### config.mk
export PLATFORM = sky130hd
export DESIGN_NAME = kms_div
export DESIGN_NICKNAME = d
export VERILOG_FILES = /design/src/hw/rtl/kms_pkg.sv /design/src/hw/rtl/kms_div.sv
export SDC_FILE = /design/constraint.sdc
export NUM_CORES = 1
export LEC_CHECK = 0
export ABC_AREA = 1
export ABC_CLOCK_PERIOD_IN_PS = 2500
export BUFFER_PORTS_ARGS = -buffer_cell sky130_fd_sc_hd__buf_2
export CAP_MARGIN = 0
export CORE_MARGIN = 1.5
export CORE_UTILIZATION = 40
export DETAILED_ROUTE_END_ITERATION = 10
export GPL_ROUTABILITY_DRIVEN = 1
export GPL_TIMING_DRIVEN = 0
export PLACE_DENSITY = 0.63
export SYNTH_ARGS = -nofsm -noshare
export SYNTH_HDL_FRONTEND = slang
export SYNTH_SLANG_ARGS = --single-unit
### constraint.sdc
create_clock -name clk -period 2.5 [get_ports clk]
set_input_delay 0.25 -clock clk [delete_from_list [all_inputs] [get_ports clk]]
set_output_delay 0.25 -clock clk [all_outputs]
set_load 0.01 [all_outputs]
### src/hw/rtl/kms_pkg.sv
// Shared constants for the keyed move statistics table.
package kms_pkg;

    localparam int MEAN_W = 26;
    localparam int CNT_W  = 16;
    localparam int GAP_W  = 10;
    localparam int FRAC_W = 16;
    localparam int NUM_W  = MEAN_W + CNT_W;
    localparam int DEN_W  = CNT_W + 1;
    localparam int IN_DATA_W  = 112;
    localparam int OUT_DATA_W = 64;

    localparam logic [CNT_W-1:0] CNT_MAX = '1;

    localparam logic [1:0] ACT_RECORD = 2'd0;
    localparam logic [1:0] ACT_LOOKUP = 2'd1;
    localparam logic [1:0] ACT_BEST   = 2'd2;

    localparam logic [1:0] ST_OK         = 2'd0;
    localparam logic [1:0] ST_BOARD_FULL = 2'd1;
    localparam logic [1:0] ST_MOVE_FULL  = 2'd2;
    localparam logic [1:0] ST_NOT_FOUND  = 2'd3;

endpackage

### src/hw/rtl/kms_div.sv
// Restoring serial divider, one quotient bit per cycle.
module kms_div (
    input  logic                      clk,
    input  logic                      rst_n,
    input  logic                      start,
    input  logic [kms_pkg::NUM_W-1:0] num,
    input  logic [kms_pkg::DEN_W-1:0] den,
    output logic                      done,
    output logic [kms_pkg::NUM_W-1:0] quot
);
    import kms_pkg::*;

    localparam int STEP_W = $clog2(NUM_W + 1);

    logic              busy_reg;
    logic              done_reg;
    logic [STEP_W-1:0] step_reg;
    logic [DEN_W-1:0]  rem_reg;
    logic [NUM_W-1:0]  q_reg;
    logic [DEN_W-1:0]  den_reg;
    logic [DEN_W:0]    shifted;
    logic [DEN_W+1:0]  diff;

    assign shifted = {rem_reg, q_reg[NUM_W-1]};
    assign diff    = {1'b0, shifted} - {2'b00, den_reg};

    always_ff @(posedge clk or negedge rst_n)
    begin
        if (!rst_n)
        begin
            busy_reg <= 1'b0;
            done_reg <= 1'b0;
            step_reg <= '0;
        end
        else
        begin
            done_reg <= 1'b0;
            if (start)
            begin
                busy_reg <= 1'b1;
                step_reg <= STEP_W'(NUM_W);
            end
            else if (busy_reg)
            begin
                step_reg <= step_reg - 1'b1;
                if (step_reg == STEP_W'(1))
                begin
                    busy_reg <= 1'b0;
                    done_reg <= 1'b1;
                end
            end
        end
    end

    always_ff @(posedge clk)
    begin
        if (start)
        begin
            q_reg   <= num;
            rem_reg <= '0;
            den_reg <= den;
        end
        else if (busy_reg)
        begin
            if (!diff[DEN_W+1])
            begin
                rem_reg <= diff[DEN_W-1:0];
                q_reg   <= {q_reg[NUM_W-2:0], 1'b1};
            end
            else
            begin
                rem_reg <= shifted[DEN_W-1:0];
                q_reg   <= {q_reg[NUM_W-2:0], 1'b0};
            end
        end
    end

    assign done = done_reg;
    assign quot = q_reg;

endmodule

==> metrics.md <==
| Metric | Value |
|---|---|
| Status | `finished clean` |
| Via count | `4,069` |
| Clock power share | `27.4%` |
| WP data arrival | `2.25 ns` |
| CTS Sinks | `84` |
| Max reg flops | `42` |
| Largest stage delay on the critical path | `0.48 ns` |
| Die Footprint | `12,500 um^2` |
| RSZ-0062 raised after global routing | `false` |
| Net Sw Frac | `35.1%` |
| Nets@finish | `783` |
| Drt initial violations | `163` |
| Total Routing Usage GR | `19.2%` |
| GPL Wtd Cong | `0.849` |
| Mapped Nets | `666` |
| Antenna violations before repair | `0` |
| Rows | `39` |
| #FFs+latches synth | `84` |
| Max cap viols | `0` |
| Util after Layout | `50.4%` |
| Final Max Tran Viols | `0` |
| Peak Freq | `0.460 GHz` |
| Syn avg cell area | `8.12 um^2` |
| Num ports | `105` |
| CTS Root Cell | `clkbuf_16` |
| CTS Buf Count | `9` |
| Clock Skew | `0.00525 ns` |
| Commonest non-fill, non-tap cell in the layout | `nand2_1` |
| CP Capture Type | `flop` |
| Sequential share of the synthesized area | `48.8%` |
| Power, Total | `5130 uW` |
| Leak Pwr | `0.00307 uW` |
| Commonest cells after routing, fill and taps aside | `nand2_1, buf_2, inv_1, edfxtp_1, nand3_1` |
| Vias in the first global route | `3,992` |
| Clock buffer depth | `2` |
| Synth area leaders | `edfxtp_1, nand2_1, dfxtp_1` |
| Cell count after synthesis | `584` |
| Period Utilization, post-route | `87.0%` |
| # diodes | `0` |
| Worst Path Required | `2.58 ns` |
| Crit path max fanout | `10` |
| Startpoint types | `flop` |
| Clock tree from TritonCTS | `yes` |
| DRC | `0` |
| Ratio of cells with drive above 1 in the final layout | `21.5%` |
| Hold crit path type | `input port to flop` |
| Net Sw Power | `1800 uW` |
| R2R Path Start | `quot[41]` |
| Clock Latency Late Sink | `0.34 ns` |
| DP Wirelength | `8640 um` |
| Final hold vios | `0` |
| Core ar. | `11,500 um^2` |
| Worst Setup Path Type | `flop to flop` |
| Synth area leader | `edfxtp_1` |
| Die height | `112 um` |
| Setup-failing EPs final | `0` |
| Hold Path Depth | `1` |
| DR pass1 iterations | `4` |
| Reg2reg end | `quot[0]` |
| Combinational share of power | `36.8%` |
| Cell Area, Synth | `4740 um^2` |
| P per Cell Area | `887 nW/um^2` |
| Die Wd | `112 um` |
| Area growth syn-to-layout | `22.0%` |
| Worst Reg2Reg Path Length in Cells | `10` |
| Largest net degree at the start of global routing | `29` |
| Register share of total power | `35.8%` |
| First-pass GRT wire length | `18,900 um` |
| Min Tclk post-route | `2.17 ns` |
| CP Cell Sequence | `inv_1, ha_1, inv_1, fa_1, nand3_2, nand3_2, nand2_2, buf_6, buf_12, a31oi_1` |
| Worst-path clk slew | `0.06 ns` |
| Worst-Margin Slew | `0.919 ns` |
| Initial Util | `41.3%` |
| IO buf count | `104` |
| H-tree Lvls | `3` |
| Synth top area share | `37.4%` |
| Hold_sp | `den[10]` |
| Peak supply drop | `0.000444 V` |
| Antenna Violating Nets Remaining | `0` |
| Netlist cell types | `33` |
| Slowest-stage cell, CP | `fa_1` |
| Cell-internal power | `3330 uW` |
| Overflow after GRT | `0` |
| Worst Hold End | `den_reg[10]` |
| Drt wl/cell | `13.3 um` |
| Slew HR | `38.5%` |
| Yosys warnings | `0` |
| Drt total wl | `11,300 um` |
| R2r setup slk | `0.33 ns` |
| Routed vias/inst | `4.79` |
==> critical path: cells and delay by family (launching register included) <==
kind                     cells  cell delay, ns
adder cells (fa/ha/maj)      2            0.65
buffers and inverters        4            0.49
flip-flops                   1            0.38
AND/OR/NAND/NOR              3            0.31
AO/OA/AOI/OAI                1            0.07
==> power groups by stage <==
| stage | Clock [uW] | Combinational [uW] | Sequential [uW] |
|---|---|---|---|
| after global routing | 1500 | 2160 | 1860 |
| after floorplan | 0 | 1400 | 1860 |
| after detailed placement | 0 | 1880 | 1860 |
| after CTS | 1450 | 1890 | 1830 |
| final | 1410 | 1880 | 1840 |
| after global placement | 0 | 1840 | 1850 |
==> stage by stage <==
step	instance area [um^2]	setup slack (ns)	cells	TNS, ns	hold slack (ns)
finish	5780	0.326	849	0	0.0808
global route	5780	0.104	849	0	0.0688
CTS	5780	0.290	849	0	0.0658
detailed placement	5460	0.0828	832	0	0.103
global placement	5440	-0.701	831	-33.88	0.101
floorplan	4740	0.481	584	0	-0.0456
==> cell usage after synthesis <==
| cell | number |
|---|---|
| nand3_1 | 45 |
| clkbuf_1 | 8 |
| buf_6 | 3 |
| o21ai_2 | 1 |
| clkbuf_8 | 1 |
| a21oi_1 | 16 |
| a31oi_1 | 1 |
| nand2_1 | 243 |
| o21ai_0 | 10 |
| nor2_4 | 3 |
| fa_1 | 1 |
| nor3_1 | 5 |
| xor2_1 | 4 |
| buf_1 | 3 |
| dfrtp_1 | 8 |
| nand4_1 | 3 |
| inv_1 | 82 |
| a22oi_1 | 1 |
| o21bai_1 | 1 |
| and2_1 | 2 |
| dfxtp_1 | 17 |
| nand2_2 | 7 |
| buf_12 | 2 |
| nand3_2 | 10 |
| edfxtp_1 | 59 |
| nor3_4 | 1 |
| a21oi_2 | 2 |
| xnor2_1 | 3 |
| inv_2 | 1 |
| nor2_1 | 16 |
| nand3b_2 | 2 |
| o21ai_1 | 4 |
| ha_1 | 19 |
==> timing repair <==
item / 4_1_cts / 5_1_grt
gates resized for setup: 0 / 0
hold buffers: 1 / 0
setup buffers: 0 / 0
endpoints found under the hold margin: 8 / 0
==> cell type report <==
| class | instances | area [um^2] |
|---|---|---|
| Clock buffer | 12 | 236 |
| Tap cell | 143 | 179 |
| Timing Repair Buffer | 106 | 551 |
| Inverter | 83 | 312 |
| Clock inverter | 4 | 75.1 |
| Multi-Input combinational cell | 400 | 1990 |
| Sequential cell | 84 | 2310 |
| Buffer | 17 | 129 |
| Fill cell | 1117 | 5690 |
==> worst max path at each step <==
stage | from | to | slack [ns] | cells past startpoint
2_1_floorplan | quot[41] | rem_reg[4] | 0.48 | 12
3_3_place_gp | start | quot[13] | -0.70 | 4
3_5_place_dp | start | quot[14] | 0.08 | 5
4_1_cts | quot[41] | quot[0] | 0.29 | 10
5_1_grt | quot[41] | rem_reg[12] | 0.10 | 14
6_report | quot[41] | quot[0] | 0.33 | 10
==> metal layers <==
metal	global-route usage (%)	routed length [um]	part of all wire (%)	up-vias
met4	7.85	121	1.1	0
met3	6.04	838	7.4	8
met1	24.0	5030	44	1860
li1	-	-	-	2091
met2	30.9	5310	47	110
met5	0	0	0	-
==> cell families (layout without fill, tap and decap cells) <==
| logic type | Yosys count | after routing | synth area share [%] |
|---|---|---|---|
| XOR/XNOR | 7 | 7 | 1.29 |
| adder cells (fa/ha/maj) | 20 | 20 | 5.44 |
| buffers and inverters | 100 | 222 | 9.29 |
| AO/OA/AOI/OAI | 36 | 36 | 4.17 |
| AND/OR/NAND/NOR | 337 | 337 | 31.0 |
| flip-flops | 84 | 84 | 48.8 |
(Power assumes the default switching activity.)
